[src/wrr_pkg.sv]
// Shared types and constants for the weighted round-robin task scheduler.
// Used by wrr_ctrl, wrr_dpath and nice_weighted_round_robin; no dependencies.
package wrr_pkg;

    typedef enum logic [1:0] {
        OP_YIELD     = 2'd0,
        OP_SET_STATE = 2'd1,
        OP_SET_NICE  = 2'd2,
        OP_NOP       = 2'd3
    } op_t;

    typedef enum logic [1:0] {
        ST_ABSENT   = 2'd0,
        ST_RUNNABLE = 2'd1,
        ST_RUNNING  = 2'd2,
        ST_WAITING  = 2'd3
    } run_state_t;

    typedef enum logic [3:0] {
        C_IDLE,
        C_PREV_RD,
        C_PREV_CHK,
        C_SCAN,
        C_SWAP,
        C_STATE_WR,
        C_NICE_RD,
        C_NICE_WR,
        C_RESULT
    } ctrl_state_t;

    typedef logic signed [5:0] nice_t;
    typedef logic [4:0]        skip_t;

    localparam logic signed [7:0] NICE_MAX = 8'sd19;
    localparam logic signed [7:0] NICE_MIN = -8'sd20;

    // controller -> datapath
    typedef struct packed {
        logic load;      // capture the input request
        logic rd_prev;   // read the running slot's entry
        logic prev_chk;  // latch whether the running slot is still running
        logic scan;      // evaluate one candidate slot
        logic swap;      // retire previous slot, switch running slot
        logic state_wr;  // set-state write
        logic nice_rd;   // read target slot for set-nice
        logic nice_wr;   // set-nice write
        logic out_load;  // load result register
    } cmd_t;

    // datapath -> controller
    typedef struct packed {
        logic scan_done; // candidate chosen or ring exhausted
        logic pick;      // current candidate chosen
        logic out_free;  // result register can take a new result
    } sts_t;

endpackage

[src/wrr_ctrl.sv]
// Sequencer for the scheduler: walks each request through its read,
// scan and write steps. Depends on wrr_pkg.
module wrr_ctrl (
    input  logic              aclk,
    input  logic              aresetn,
    input  logic              s_tvalid,
    output logic              s_tready,
    input  wrr_pkg::op_t      in_op,
    input  wrr_pkg::sts_t     sts,
    output wrr_pkg::cmd_t     cmd
);

    wrr_pkg::ctrl_state_t state_reg, state_next;

    always_ff @(posedge aclk) begin
        if (!aresetn) begin
            state_reg <= wrr_pkg::C_IDLE;
        end else begin
            state_reg <= state_next;
        end
    end

    always_comb begin
        state_next = state_reg;
        case (state_reg)
            wrr_pkg::C_IDLE: begin
                if (s_tvalid) begin
                    case (in_op)
                        wrr_pkg::OP_YIELD:     state_next = wrr_pkg::C_PREV_RD;
                        wrr_pkg::OP_SET_STATE: state_next = wrr_pkg::C_STATE_WR;
                        wrr_pkg::OP_SET_NICE:  state_next = wrr_pkg::C_NICE_RD;
                        default:               state_next = wrr_pkg::C_RESULT;
                    endcase
                end
            end
            wrr_pkg::C_PREV_RD:  state_next = wrr_pkg::C_PREV_CHK;
            wrr_pkg::C_PREV_CHK: state_next = wrr_pkg::C_SCAN;
            wrr_pkg::C_SCAN: begin
                if (sts.scan_done) begin
                    state_next = sts.pick ? wrr_pkg::C_SWAP : wrr_pkg::C_RESULT;
                end
            end
            wrr_pkg::C_SWAP:     state_next = wrr_pkg::C_RESULT;
            wrr_pkg::C_STATE_WR: state_next = wrr_pkg::C_RESULT;
            wrr_pkg::C_NICE_RD:  state_next = wrr_pkg::C_NICE_WR;
            wrr_pkg::C_NICE_WR:  state_next = wrr_pkg::C_RESULT;
            wrr_pkg::C_RESULT: begin
                if (sts.out_free) begin
                    state_next = wrr_pkg::C_IDLE;
                end
            end
            default: state_next = wrr_pkg::C_IDLE;
        endcase
    end

    always_comb begin
        cmd      = '0;
        s_tready = 1'b0;
        case (state_reg)
            wrr_pkg::C_IDLE: begin
                s_tready = 1'b1;
                cmd.load = s_tvalid;
            end
            wrr_pkg::C_PREV_RD:  cmd.rd_prev  = 1'b1;
            wrr_pkg::C_PREV_CHK: cmd.prev_chk = 1'b1;
            wrr_pkg::C_SCAN:     cmd.scan     = 1'b1;
            wrr_pkg::C_SWAP:     cmd.swap     = 1'b1;
            wrr_pkg::C_STATE_WR: cmd.state_wr = 1'b1;
            wrr_pkg::C_NICE_RD:  cmd.nice_rd  = 1'b1;
            wrr_pkg::C_NICE_WR:  cmd.nice_wr  = 1'b1;
            wrr_pkg::C_RESULT:   cmd.out_load = sts.out_free;
            default: ;
        endcase
    end

endmodule

[src/wrr_dpath.sv]
// Datapath of the scheduler: slot table memories, scan pointer, running slot
// and result register. Driven by wrr_ctrl; depends on wrr_pkg.
module wrr_dpath #(
    parameter int SLOTS = 16
) (
    input  logic              aclk,
    input  logic              aresetn,
    input  wrr_pkg::cmd_t     cmd,
    output wrr_pkg::sts_t     sts,
    input  logic [15:0]       s_tdata,
    input  logic              m_tready,
    output logic              m_tvalid,
    output logic [7:0]        m_tdata
);

    localparam int SW = $clog2(SLOTS);

    function automatic logic [SW-1:0] ring_next(input logic [SW-1:0] s);
        ring_next = (s == SW'(SLOTS - 1)) ? '0 : s + 1'b1;
    endfunction

    // captured request
    logic [3:0]              slot_reg;
    wrr_pkg::run_state_t     rs_reg;
    logic signed [7:0]       nice_reg;

    logic [SW-1:0]           running_reg;
    logic [SW-1:0]           cand_reg;
    logic [SW-1:0]           pick_reg;
    logic                    prev_run_reg;
    logic                    switched_reg;
    logic                    status_reg;
    logic                    m_tvalid_reg;
    logic [7:0]              m_tdata_reg;

    // slot table: one array per field, valid bits stand in for reset values
    logic [1:0]              st_mem   [SLOTS];
    wrr_pkg::nice_t          nice_mem [SLOTS];
    wrr_pkg::skip_t          skip_mem [SLOTS];
    logic [SLOTS-1:0]        st_vld_reg, nice_vld_reg, skip_vld_reg;

    logic [SW-1:0]           rd_addr;
    logic [SW-1:0]           rd_addr_reg;
    logic [1:0]              st_q_reg;
    wrr_pkg::nice_t          nice_q_reg;
    wrr_pkg::skip_t          skip_q_reg;
    logic                    st_qv_reg, nice_qv_reg, skip_qv_reg;

    wrr_pkg::run_state_t     st_rd;
    wrr_pkg::nice_t          nice_rd;
    wrr_pkg::skip_t          skip_rd;

    logic [SW-1:0]           slot_addr;
    logic                    in_range;
    logic                    nice_pos, ready, skip_it, pick_now, last;
    logic                    nice_ok;
    logic signed [7:0]       nice_clamp;

    logic                    st_we,   nice_we,   skip_we;
    logic [SW-1:0]           st_wa,   nice_wa,   skip_wa;
    logic [1:0]              st_wd;
    wrr_pkg::nice_t          nice_wd;
    wrr_pkg::skip_t          skip_wd;

    assign slot_addr = SW'(slot_reg);
    assign in_range  = 32'(slot_reg) < SLOTS;

    always_comb begin
        if (cmd.rd_prev) begin
            rd_addr = running_reg;
        end else if (cmd.prev_chk) begin
            rd_addr = cand_reg;
        end else if (cmd.scan) begin
            rd_addr = ring_next(cand_reg);
        end else begin
            rd_addr = slot_addr;
        end
    end

    // registered reads
    always_ff @(posedge aclk) begin
        rd_addr_reg <= rd_addr;
        st_q_reg    <= st_mem[rd_addr];
        nice_q_reg  <= nice_mem[rd_addr];
        skip_q_reg  <= skip_mem[rd_addr];
        st_qv_reg   <= st_vld_reg[rd_addr];
        nice_qv_reg <= nice_vld_reg[rd_addr];
        skip_qv_reg <= skip_vld_reg[rd_addr];
    end

    always_comb begin
        if (st_qv_reg) begin
            st_rd = wrr_pkg::run_state_t'(st_q_reg);
        end else begin
            st_rd = (rd_addr_reg == '0) ? wrr_pkg::ST_RUNNING : wrr_pkg::ST_ABSENT;
        end
        nice_rd = nice_qv_reg ? nice_q_reg : '0;
        skip_rd = skip_qv_reg ? skip_q_reg : '0;
    end

    assign nice_pos = !nice_rd[5] && (nice_rd != '0);
    assign ready    = (st_rd == wrr_pkg::ST_RUNNABLE) || (st_rd == wrr_pkg::ST_RUNNING);
    assign skip_it  = ready && nice_pos && (skip_rd != '0);
    assign pick_now = ready && !skip_it;
    assign last     = ring_next(cand_reg) == running_reg;
    assign nice_ok  = in_range && (st_rd != wrr_pkg::ST_ABSENT);

    always_comb begin
        if (nice_reg < wrr_pkg::NICE_MIN) begin
            nice_clamp = wrr_pkg::NICE_MIN;
        end else if (nice_reg > wrr_pkg::NICE_MAX) begin
            nice_clamp = wrr_pkg::NICE_MAX;
        end else begin
            nice_clamp = nice_reg;
        end
    end

    assign sts.scan_done = pick_now || last;
    assign sts.pick      = pick_now;
    assign sts.out_free  = !m_tvalid_reg || m_tready;

    // write port selection
    always_comb begin
        st_we   = 1'b0;
        st_wa   = cand_reg;
        st_wd   = wrr_pkg::ST_RUNNING;
        nice_we = 1'b0;
        nice_wa = slot_addr;
        nice_wd = nice_clamp[5:0];
        skip_we = 1'b0;
        skip_wa = cand_reg;
        skip_wd = skip_rd - 1'b1;
        if (cmd.scan) begin
            st_we = pick_now;
            if (skip_it) begin
                skip_we = 1'b1;
            end else if (pick_now && nice_pos) begin
                skip_we = 1'b1;
                skip_wd = nice_rd[4:0];
            end
        end else if (cmd.swap) begin
            st_we = prev_run_reg;
            st_wa = running_reg;
            st_wd = wrr_pkg::ST_RUNNABLE;
        end else if (cmd.state_wr) begin
            st_we = in_range;
            st_wa = slot_addr;
            st_wd = rs_reg;
        end else if (cmd.nice_wr) begin
            nice_we = nice_ok;
            skip_we = nice_ok;
            skip_wa = slot_addr;
            skip_wd = '0;
        end
    end

    always_ff @(posedge aclk) begin
        if (st_we) begin
            st_mem[st_wa] <= st_wd;
        end
        if (nice_we) begin
            nice_mem[nice_wa] <= nice_wd;
        end
        if (skip_we) begin
            skip_mem[skip_wa] <= skip_wd;
        end
    end

    always_ff @(posedge aclk) begin
        if (!aresetn) begin
            st_vld_reg   <= '0;
            nice_vld_reg <= '0;
            skip_vld_reg <= '0;
        end else begin
            if (st_we) begin
                st_vld_reg[st_wa] <= 1'b1;
            end
            if (nice_we) begin
                nice_vld_reg[nice_wa] <= 1'b1;
            end
            if (skip_we) begin
                skip_vld_reg[skip_wa] <= 1'b1;
            end
        end
    end

    // request capture and scan bookkeeping
    always_ff @(posedge aclk) begin
        if (cmd.load) begin
            slot_reg <= s_tdata[5:2];
            rs_reg   <= wrr_pkg::run_state_t'(s_tdata[7:6]);
            nice_reg <= s_tdata[15:8];
        end
        if (cmd.rd_prev) begin
            cand_reg <= ring_next(running_reg);
        end else if (cmd.scan) begin
            cand_reg <= ring_next(cand_reg);
        end
        if (cmd.prev_chk) begin
            prev_run_reg <= (st_rd == wrr_pkg::ST_RUNNING);
        end
        if (cmd.scan && pick_now) begin
            pick_reg <= cand_reg;
        end
    end

    always_ff @(posedge aclk) begin
        if (!aresetn) begin
            running_reg  <= '0;
            switched_reg <= 1'b0;
            status_reg   <= 1'b0;
            m_tvalid_reg <= 1'b0;
        end else begin
            if (cmd.load) begin
                switched_reg <= 1'b0;
                status_reg   <= 1'b0;
            end
            if (cmd.swap) begin
                running_reg  <= pick_reg;
                switched_reg <= 1'b1;
            end
            if (cmd.nice_wr) begin
                status_reg <= !nice_ok;
            end
            if (cmd.out_load) begin
                m_tvalid_reg <= 1'b1;
            end else if (m_tready) begin
                m_tvalid_reg <= 1'b0;
            end
        end
    end

    always_ff @(posedge aclk) begin
        if (cmd.out_load) begin
            m_tdata_reg <= {2'b00, status_reg, switched_reg, 4'(running_reg)};
        end
    end

    assign m_tvalid = m_tvalid_reg;
    assign m_tdata  = m_tdata_reg;

endmodule

[src/nice_weighted_round_robin.sv]
// Weighted round-robin task scheduler with per-slot nice values.
// Top level: joins wrr_ctrl and wrr_dpath; depends on wrr_pkg.
//
// One request on the s_ channel gives one result on the m_ channel.
// Requests: yield (scan the other slots in index order after the running
// slot and switch to the first ready one whose skip count is spent), set
// slot state, and set slot nice (clamped to -20..19, skip count cleared).
// Results carry the running slot, a switch flag and a status bit that is
// set when set-nice targets an absent or out-of-range slot.
// Flow: one request at a time. A yield reads the running slot, checks it, then
// runs the scan loop, which reads one slot a cycle from the slot table, then the
// switch and result steps; set-nice reads then writes the slot, set-state writes it.
// The next request can be taken in the cycle after the result is loaded.
// s_tready is high only while no request is in progress. A result sits in
// an output register, so the next request is taken while it waits; if the
// receiver still stalls when that request finishes, the block holds there.
// Reset (aresetn low, synchronous): slot 0 running, all other slots absent,
// nice values and skip counts zero, no result pending. No clearing pass.
module nice_weighted_round_robin #(
    parameter int SLOTS = 16
) (
    input  logic        aclk,
    input  logic        aresetn,
    input  logic        s_tvalid,
    output logic        s_tready,
    input  logic [15:0] s_tdata,   // op[1:0], slot[5:2], run_state[7:6], nice_value[15:8]
    output logic        m_tvalid,
    input  logic        m_tready,
    output logic [7:0]  m_tdata    // selected_slot[3:0], switched[4], status[5], zero[7:6]
);

    wrr_pkg::cmd_t cmd;
    wrr_pkg::sts_t sts;

    wrr_ctrl u_ctrl (
        .aclk     (aclk),
        .aresetn  (aresetn),
        .s_tvalid (s_tvalid),
        .s_tready (s_tready),
        .in_op    (wrr_pkg::op_t'(s_tdata[1:0])),
        .sts      (sts),
        .cmd      (cmd)
    );

    wrr_dpath #(
        .SLOTS (SLOTS)
    ) u_dpath (
        .aclk     (aclk),
        .aresetn  (aresetn),
        .cmd      (cmd),
        .sts      (sts),
        .s_tdata  (s_tdata),
        .m_tready (m_tready),
        .m_tvalid (m_tvalid),
        .m_tdata  (m_tdata)
    );

    // one request in flight: accepting a request closes the input side
    a_single_req: assert property (@(posedge aclk) disable iff (!aresetn)
        (s_tvalid && s_tready) |=> !s_tready)
        else $error("request accepted while another is in progress");

    // a result only enters a free output register
    a_out_free: assert property (@(posedge aclk) disable iff (!aresetn)
        cmd.out_load |-> (!m_tvalid || m_tready))
        else $error("result loaded over a pending result");

    // scan ends once a slot is picked or the ring is exhausted
    a_scan_stop: assert property (@(posedge aclk) disable iff (!aresetn)
        (cmd.scan && sts.scan_done) |=> !cmd.scan)
        else $error("scan continued past its end");

    // a switch is always followed by the result step
    a_swap_result: assert property (@(posedge aclk) disable iff (!aresetn)
        cmd.swap |=> !cmd.scan && !cmd.swap && !s_tready)
        else $error("switch not followed by result");

endmodule
[config.mk]
export PLATFORM = sky130hd
export DESIGN_NAME = nice_weighted_round_robin
export DESIGN_NICKNAME = d
export VERILOG_FILES = /design/src/wrr_pkg.sv /design/src/wrr_ctrl.sv /design/src/wrr_dpath.sv /design/src/nice_weighted_round_robin.sv
export SDC_FILE = /design/constraint.sdc
export NUM_CORES = 1
export LEC_CHECK = 0
export ABC_AREA = 0
export BUFFER_PORTS_ARGS = -buffer_cell sky130_fd_sc_hd__buf_4
export CAP_MARGIN = 20
export CORE_MARGIN = 1.5
export CORE_UTILIZATION = 45
export CTS_CLUSTER_SIZE = 16
export DETAILED_ROUTE_END_ITERATION = 8
export GPL_TIMING_DRIVEN = 0
export SLEW_MARGIN = 10
export SYNTH_ARGS = -nofsm -noshare
export SYNTH_HDL_FRONTEND = slang
export SYNTH_SLANG_ARGS = --single-unit
[constraint.sdc]
create_clock -name aclk -period 3.4 [get_ports aclk]
set_clock_uncertainty 0.2 [all_clocks]
set_input_delay 0 -clock aclk [delete_from_list [all_inputs] [get_ports aclk]]
set_output_delay 0 -clock aclk [all_outputs]
set_load 0.03 [all_outputs]
==> impl_table.tex, run 1 <==
\begin{tabular}{lr}
\hline
Metric & Value \\
\hline
\multicolumn{2}{l}{\textbf{Global routing}} \\
Number of antenna violations at the first check in global routing & 2 \\
Wire length of the first global-routing pass & 50,200 µm \\
Via count of the first global-routing pass & 8,222 \\
Global-route usage over all layers & 0.225 \\
Gr ovfl total & 0 \\
Pin count of the biggest net entering global routing & 17 \\
\multicolumn{2}{l}{\textbf{Clock network}} \\
TritonCTS clock tree & done \\
Number of buffers inserted during clock tree synthesis & 34 \\
Clk buf depth & 3 \\
Clock network latency to the later pin of the worst-skew pair & 0.51 ns \\
Clock input transition at the sequential cells of the worst setup and hold paths & 0.06 ns \\
Count of clock tree sinks & 316 \\
Clock Tree Root & clkbuf\_16 \\
CTS H-tree lvls & 2 \\
\multicolumn{2}{l}{\textbf{Final layout}} \\
Area growth syn-to-layout & 17.0\% \\
Biggest registers after layout & u\_dpath.nice\_mem: 96 flops, u\_dpath.skip\_mem: 80 flops, u\_dpath.st\_mem: 32 flops \\
Count of non-filler cells in the finished layout & 1,459 \\
\# nets final & 1,079 \\
Top reg by flops & u\_dpath.nice\_mem \\
Max reg flops & 96 \\
Antenna Cells & 0 \\
Fraction of final layout cells with drive strength greater than 1 & 0.156 \\
\multicolumn{2}{l}{\textbf{Yosys}} \\
Fraction of synthesized cell area in xor and xnor cells & 0.00534 \\
Share of synthesized area occupied by flip-flops and latches & 0.663 \\
Number of synthesized flops with an enable pin & 237 \\
Syn avg cell area & 13.8 µm² \\
Fraction of registers with async set/reset & 0 \\
Synthesized instance count & 949 \\
Post-Synth Adder-Cell Area & 0.00858 \\
Cell area after synthesis & 0.0131 mm² \\
Number of distinct library cells after synthesis & 71 \\
YS warnings & 0 \\
Multiplexer fraction of the synthesized cell area & 0.107 \\
Most used DFF post-synth & edfxtp\_1 \\
Fraction of the mapped netlist area in simple logic gates & 0.0835 \\
Combinational family with the most area after synthesis & multiplexers \\
Synth Register Bits & 316 \\
Synthesized-area fraction occupied by ao, oa, aoi and oai cells & 0.104 \\
\multicolumn{2}{l}{\textbf{Timing}} \\
Crit path time final & 3.35 ns \\
Part of the cycle the worst path needs & 0.985 \\
Relative max-transition margin & 0.397 \\
FMAX & 299 MHz \\
Pin slew with the least headroom to its limit & 0.901 ns \\
Hold\_ws & 0.00980 ns \\
Accumulated negative setup slack & 0 ns \\
Total count of max-transition violations in the final report & 0 \\
Final setup violation count & 0 \\
Final hold vios & 0 \\
\multicolumn{2}{l}{\textbf{Drt}} \\
Vias/cell & 5.66 \\
Drt initial violations & 618 \\
Per-cell routed wire length & 23.2 µm \\
Sum of routed wire length over all layers & 33,800 µm \\
Number of optimization iterations in the first detailed-route pass & 5 \\
Number of vias after detailed routing & 8,264 \\
Number of remaining DRC errors & 0 \\
Number of antenna-violating nets in the routed design & 0 \\
\multicolumn{2}{l}{\textbf{Power}} \\
Psw & 0.00473 W \\
Switching part of the total power & 0.357 \\
Total internal power & 0.00854 W \\
Relative contribution of the clock network to total power & 0.272 \\
Sequential fraction of design power & 0.361 \\
Power density relative to cell area & 864 mW/mm² \\
Share of power burned in combinational logic & 0.367 \\
Peak supply drop & 412 µV \\
Leakage power summed over all cells & 5.48 nW \\
\multicolumn{2}{l}{\textbf{Floorplan}} \\
Initial core utilization & 0.457 \\
Top-level port count & 30 \\
Core Box Area & 0.0287 mm² \\
Die span in y & 174 µm \\
Area of the die & 0.0302 mm² \\
Die width & 174 µm \\
Placement Rows & 62 \\
\multicolumn{2}{l}{\textbf{Setup path}} \\
Arrival time of the worst setup path & 3.51 ns \\
Kind of start point of the critical path & flip-flop \\
Critical path fanouts, max & 10 \\
Required time at the worst-slack endpoint & 3.56 ns \\
R2r startpoint & u\_dpath.cand\_reg[1] \\
Critical path startpoint & u\_dpath.cand\_reg[1] \\
Endpoint kind of the worst setup timing path & flip-flop \\
Start-to-end type of the worst setup path & flip-flop to flip-flop \\
\multicolumn{2}{l}{\textbf{Place}} \\
Number of buffer cells added on primary ports & 26 \\
DP HPWL & 22,700 µm \\
Placed Cells incl. Taps & 1,362 \\
Final GP Congestion & 0.895 \\
\multicolumn{2}{l}{\textbf{Hold path}} \\
Path class of the lowest-slack min-delay path & primary input to flip-flop \\
Min-delay src & s\_tdata[3] \\
\multicolumn{2}{l}{\textbf{Status}} \\
Outcome & finished clean \\
\multicolumn{2}{l}{\textbf{Job}} \\
Max Cap Viol & 0 \\
\hline
\end{tabular}
==> logic make-up (layout without fill, tap and decap cells) <==
group | after synthesis | count (layout)
AO/OA/AOI/OAI | 197 | 197
XOR/XNOR | 8 | 8
adder cells (fa/ha/maj) | 9 | 9
buffers and inverters | 68 | 193
flip-flops | 316 | 316
multiplexers | 139 | 139
other | 1 | 2
AND/OR/NAND/NOR | 211 | 211
==> worst max-delay path: stages, from the launching register on <==
cell	delay, ns
edfxtp_1	0.53
ha_1	0.33
inv_1	0.13
a311oi_4	0.16
a211o_2	0.46
nand4_2	0.28
clkbuf_4	0.35
o22ai_1	0.17
or4_1	0.59
==> routing by layer <==
layer,global-route usage,vias to the layer above,routed length [µm],share of wire
met2,0.360,272,15800,0.47
met3,0.0368,68,2090,0.062
li1,-,3814,-,-
met1,0.311,4108,14900,0.44
met5,0,-,13,0.00038
met4,0.0797,2,1030,0.030
==> Yosys cell counts, drive strengths merged (18+ instances only) <==
cell type    n  area share
dfxtp       79        0.12
o21ai       24      0.0092
buf         35       0.019
or4         18       0.010
clkbuf      18      0.0055
o21a        39       0.022
nand2       52       0.015
a21oi       25      0.0095
edfxtp     237        0.54
o22ai       69       0.034
nor2        63       0.018
mux2i      137        0.10
==> layout make-up <==
| class | instances | area, µm² |
|---|---|---|
| Tap cell | 384 | 480 |
| Sequential cell | 316 | 8700 |
| Multi-Input combinational cell | 566 | 4150 |
| Clock buffer | 47 | 971 |
| Buffer | 53 | 349 |
| Fill cell | 2444 | 13300 |
| Timing Repair Buffer | 64 | 523 |
| Clock inverter | 14 | 131 |
| Inverter | 15 | 56.3 |
==> stage by stage <==
| step | area, µm² | power (W) | util | setup WS [ns] |
|---|---|---|---|---|
| after global routing | 15400 | 0.0138 | 0.535 | -0.000776 |
| after detailed placement | 13800 | 0.00942 | 0.482 | -0.254 |
| final | 15400 | 0.0133 | 0.535 | 0.0520 |
| after global placement | 13800 | 0.00936 | 0.481 | -0.946 |
| after floorplan | 13100 | 0.00785 | - | 0.301 |
| after CTS | 15200 | 0.0131 | 0.528 | 0.00555 |
==> cell usage in the layout, fill, tap and decap left out, types with 3 or more instances in the layout <==
master / Yosys / routed
edfxtp_1: 237 / 237
mux2i_1: 137 / 137
dfxtp_1: 79 / 79
o22ai_1: 68 / 66
nor2_1: 63 / 63
buf_4: 10 / 52
nand2_1: 52 / 52
o21a_1: 39 / 39
clkbuf_16: 0 / 35
a21oi_1: 25 / 24
clkbuf_1: 16 / 23
o21ai_0: 22 / 20
dlygate4sd3_1: 0 / 19
or4_1: 18 / 18
inv_1: 13 / 13
buf_2: 18 / 12
a21o_1: 12 / 12
nor2b_1: 12 / 11
nor3_1: 13 / 11
nand3_1: 12 / 10
nand2b_1: 9 / 9
ha_1: 9 / 9
buf_6: 5 / 8
a31oi_1: 7 / 7
clkbuf_4: 1 / 7
xnor2_1: 5 / 5
clkinv_2: 0 / 5
clkbuf_8: 0 / 5
nor3b_1: 4 / 4
o211ai_4: 3 / 4
clkinvlp_4: 0 / 4
xor2_1: 3 / 3
o22ai_4: 1 / 3
nand3b_1: 3 / 3
nand4_2: 4 / 3
and4_1: 3 / 3
==> final timing paths <==
| path | depth (start not counted) | slack (ns) | end |
|---|---|---|---|
| worst max register to register | 8 | 0.05 | u_dpath.nice_q_reg[0] |
| worst min-delay path | 2 | 0.01 | u_dpath.nice_wa[1] |
| worst min register to register | 0 | 0.23 | u_dpath.m_tdata[2] |
| worst max-delay path | 8 | 0.05 | u_dpath.nice_q_reg[0] |
==> repair_timing <==
| item | CTS | global route |
|---|---|---|
| hold endpoints to repair | 28 | 0 |
| pin swaps | 3 | 4 |
| endpoints found under the setup margin | 11 | 82 |
| setup buffers | 1 | 11 |
| hold buffers | 19 | 0 |
| gates resized for setup | 6 | 20 |
==> power by group through the flow <==
stage	logic, W	clock network [W]	registers [W]
2_1_floorplan	0.00304	0	0.00481
3_3_place_gp	0.00449	0	0.00487
3_5_place_dp	0.00454	0	0.00488
4_1_cts	0.00461	0.00365	0.00480
5_1_grt	0.00514	0.00380	0.00482
6_report	0.00486	0.00361	0.00480
No activity file was read; power rests on OpenSTA's default activity.
==> run 2: changes to the inputs <==
--- a/config.mk
+++ b/config.mk
@@ -9,10 +9,11 @@
 export BUFFER_PORTS_ARGS = -buffer_cell sky130_fd_sc_hd__buf_4
 export CAP_MARGIN = 20
 export CORE_MARGIN = 1.5
-export CORE_UTILIZATION = 45
+export CORE_UTILIZATION = 55
 export CTS_CLUSTER_SIZE = 16
 export DETAILED_ROUTE_END_ITERATION = 8
 export GPL_TIMING_DRIVEN = 0
+export PLACE_DENSITY = 0.71
 export SLEW_MARGIN = 10
 export SYNTH_ARGS = -nofsm -noshare
 export SYNTH_HDL_FRONTEND = slang
==> run 2 against run 1 <==
Effect of this change: first-iteration DRC count rose by 10%; design area down 0.93%; die area is 18% lower; register-to-register slack improved by 0.03 ns; global-route usage grew 3.0 points; critical endpoint unchanged; largest cell class unchanged.
==> impl_table.tex, run 2 (synthesis results as in run 1) <==
\begin{tabular}{lr}
\hline
Metric & Value \\
\hline
\multicolumn{2}{l}{\textbf{Setup path}} \\
Critical path fanouts, max & 10 (unchanged) \\
Register-to-Register Path Depth & 10 (+2) \\
Arrival time of the worst setup path & 3.53 ns (+0.02 ns) \\
Endpoint kind of the worst setup timing path & flip-flop \\
Required time at the worst-slack endpoint & 3.61 ns (+0.05 ns) \\
Start-to-end type of the worst setup path & flip-flop to flip-flop \\
Kind of start point of the critical path & flip-flop \\
\multicolumn{2}{l}{\textbf{Power}} \\
Final total power & 0.0127 W (-4.6\%) \\
Peak supply drop & 525 µV (+27\%) \\
Power density relative to cell area & 832 mW/mm² (-3.7\%) \\
Leakage power summed over all cells & 5.48 nW (about the same) \\
\multicolumn{2}{l}{\textbf{Timing}} \\
Relative max-transition margin & 0.445 (+0.0480) \\
Final hold vios & 0 (unchanged) \\
Pin slew with the least headroom to its limit & 0.827 ns (-0.0743 ns) \\
Crit path time final & 3.32 ns (-0.0279 ns) \\
Hold\_ws & 0.153 ns (+0.143 ns) \\
Part of the cycle the worst path needs & 0.977 (-0.00820) \\
FMAX & 301 MHz (+0.84\%) \\
Unrepaired setup endpoints after global routing & true \\
Final setup violation count & 0 (unchanged) \\
Total count of max-transition violations in the final report & 0 (unchanged) \\
\multicolumn{2}{l}{\textbf{Drt}} \\
Number of vias after detailed routing & 8,353 (+1.1\%) \\
Per-cell routed wire length & 22.1 µm (-4.8\%) \\
Vias/cell & 6.00 (+5.9\%) \\
Number of antenna-violating nets in the routed design & 0 (unchanged) \\
Drt initial violations & 680 (+10\%) \\
Sum of routed wire length over all layers & 30,700 µm (-9.1\%) \\
Number of remaining DRC errors & 0 (unchanged) \\
Number of optimization iterations in the first detailed-route pass & 5 (unchanged) \\
\multicolumn{2}{l}{\textbf{Clock network}} \\
CTS H-tree lvls & 1 (-1) \\
TritonCTS clock tree & done \\
Clk buf depth & 3 (unchanged) \\
Clock network latency to the later pin of the worst-skew pair & 0.56 ns (+0.05 ns) \\
Clock input transition at the sequential cells of the worst setup and hold paths & 0.06 ns (about the same) \\
Count of clock tree sinks & 316 (unchanged) \\
Clock Tree Root & clkbuf\_16 \\
Number of buffers inserted during clock tree synthesis & 30 (-12\%) \\
\multicolumn{2}{l}{\textbf{Floorplan}} \\
Area of the die & 0.0248 mm² (-18\%) \\
Core Box Area & 0.0235 mm² (-18\%) \\
Top-level port count & 30 (unchanged) \\
Die span in y & 157 µm (-9.4\%) \\
Die width & 157 µm (-9.4\%) \\
Initial core utilization & 0.559 (+0.102) \\
Placement Rows & 56 (-9.7\%) \\
\multicolumn{2}{l}{\textbf{Final layout}} \\
Antenna Cells & 0 (unchanged) \\
Commonest non-fill, non-tap cells in the layout & edfxtp\_1 (237), mux2i\_1 (137), dfxtp\_1 (79), o22ai\_1 (66), nor2\_1 (55) \\
Fraction of final layout cells with drive strength greater than 1 & 0.151 (-0.00530) \\
Biggest registers after layout & u\_dpath.nice\_mem: 96 flops, u\_dpath.skip\_mem: 80 flops, u\_dpath.st\_mem: 32 flops \\
Top reg by flops & u\_dpath.nice\_mem \\
Area growth syn-to-layout & 16.0\% \\
Most common cell after layout, fill and taps aside & edfxtp\_1 \\
Max reg flops & 96 (unchanged) \\
\# nets final & 1,078 (-0.093\%) \\
\multicolumn{2}{l}{\textbf{Status}} \\
Outcome & finished clean \\
\multicolumn{2}{l}{\textbf{Hold path}} \\
Worst hold path cell count & 5 (+3) \\
Path class of the lowest-slack min-delay path & primary input to flip-flop \\
\multicolumn{2}{l}{\textbf{Global routing}} \\
Gr ovfl total & 0 (unchanged) \\
Wire length of the first global-routing pass & 46,200 µm (-7.9\%) \\
Via count of the first global-routing pass & 7,991 (-2.8\%) \\
Number of antenna violations at the first check in global routing & 0 (-2) \\
Global-route usage over all layers & 0.255 (+0.0303) \\
Pin count of the biggest net entering global routing & 17 (unchanged) \\
\multicolumn{2}{l}{\textbf{Place}} \\
DP HPWL & 21,200 µm (-6.6\%) \\
Number of buffer cells added on primary ports & 26 (unchanged) \\
Final GP Congestion & 0.909 (+1.6\%) \\
\multicolumn{2}{l}{\textbf{Job}} \\
Max Cap Viol & 0 (unchanged) \\
\hline
\end{tabular}
## run 2: final cells by class
class | instances | area (µm²)
fillers | 1689 | 8260
flip-flops and latches | 316 | 8700
clock buffers | 45 | 910
plain buffers | 53 | 338
repair buffers | 67 | 588
well taps | 319 | 399
inverters | 15 | 56.3
multi-input cells | 566 | 4140
clock inverters | 11 | 83.8
## run 2: report_power, final
group / leakage (nW) / internal (W) / switching, W
Clock: 0.498 / 0.00192 / 0.00139
Combinational: 2.22 / 0.00166 / 0.00292
Sequential: 2.76 / 0.00461 / 0.000163
## run 2: what timing repair did
action | in CTS | in global routing
setup endpoints to repair | 38 | 116
hold buffers | 34 | 0
buffers inserted | 0 | 2
gates resized for setup | 5 | 25
gates cloned | 0 | 0
endpoints found under the hold margin | 34 | 0
## run 2: worst paths after layout
check / startpoint / to / slack (ns)
setup / recovery: u_ctrl.state_reg[3] / u_dpath.nice_q_reg[0] / 0.08
hold / removal: m_tready / u_dpath.m_tvalid / 0.15
setup reg to reg: u_ctrl.state_reg[3] / u_dpath.nice_q_reg[0] / 0.08
hold reg to reg: u_dpath.running_reg[2] / u_dpath.m_tdata[2] / 0.24
## run 2: worst max-delay path, stage by stage (launching register included)
cell and delay [ns]:
dfxtp_1 0.31, buf_4 0.17, nor4bb_1 0.28, buf_4 0.25
mux2_4 0.33, o22ai_4 0.25, inv_2 0.14, nand4_2 0.28
clkbuf_4 0.34, o22ai_1 0.15, or4_1 0.46
## run 2: through the flow
stage          TNS [ns]  setup WS [ns]  instances  area, µm²   util
6_report              0         0.0799       1392      15200  0.648
5_1_grt          -0.200        -0.0213       1392      15200  0.648
4_1_cts               0        0.00176       1389      15100  0.643
3_5_place_dp      -1.01         -0.122       1299      13700  0.586
3_3_place_gp     -26.22         -0.818       1295      13700  0.584
2_1_floorplan         0          0.301        950      13100      -
## run 2: routing by layer
metal  up-vias  global-route usage  share of wire
met3        80              0.0465          0.085
met2       364               0.402           0.46
li1       3811                   -              -
met1      4098               0.356           0.42
met4         0              0.0934          0.033
met5         -                   0              0
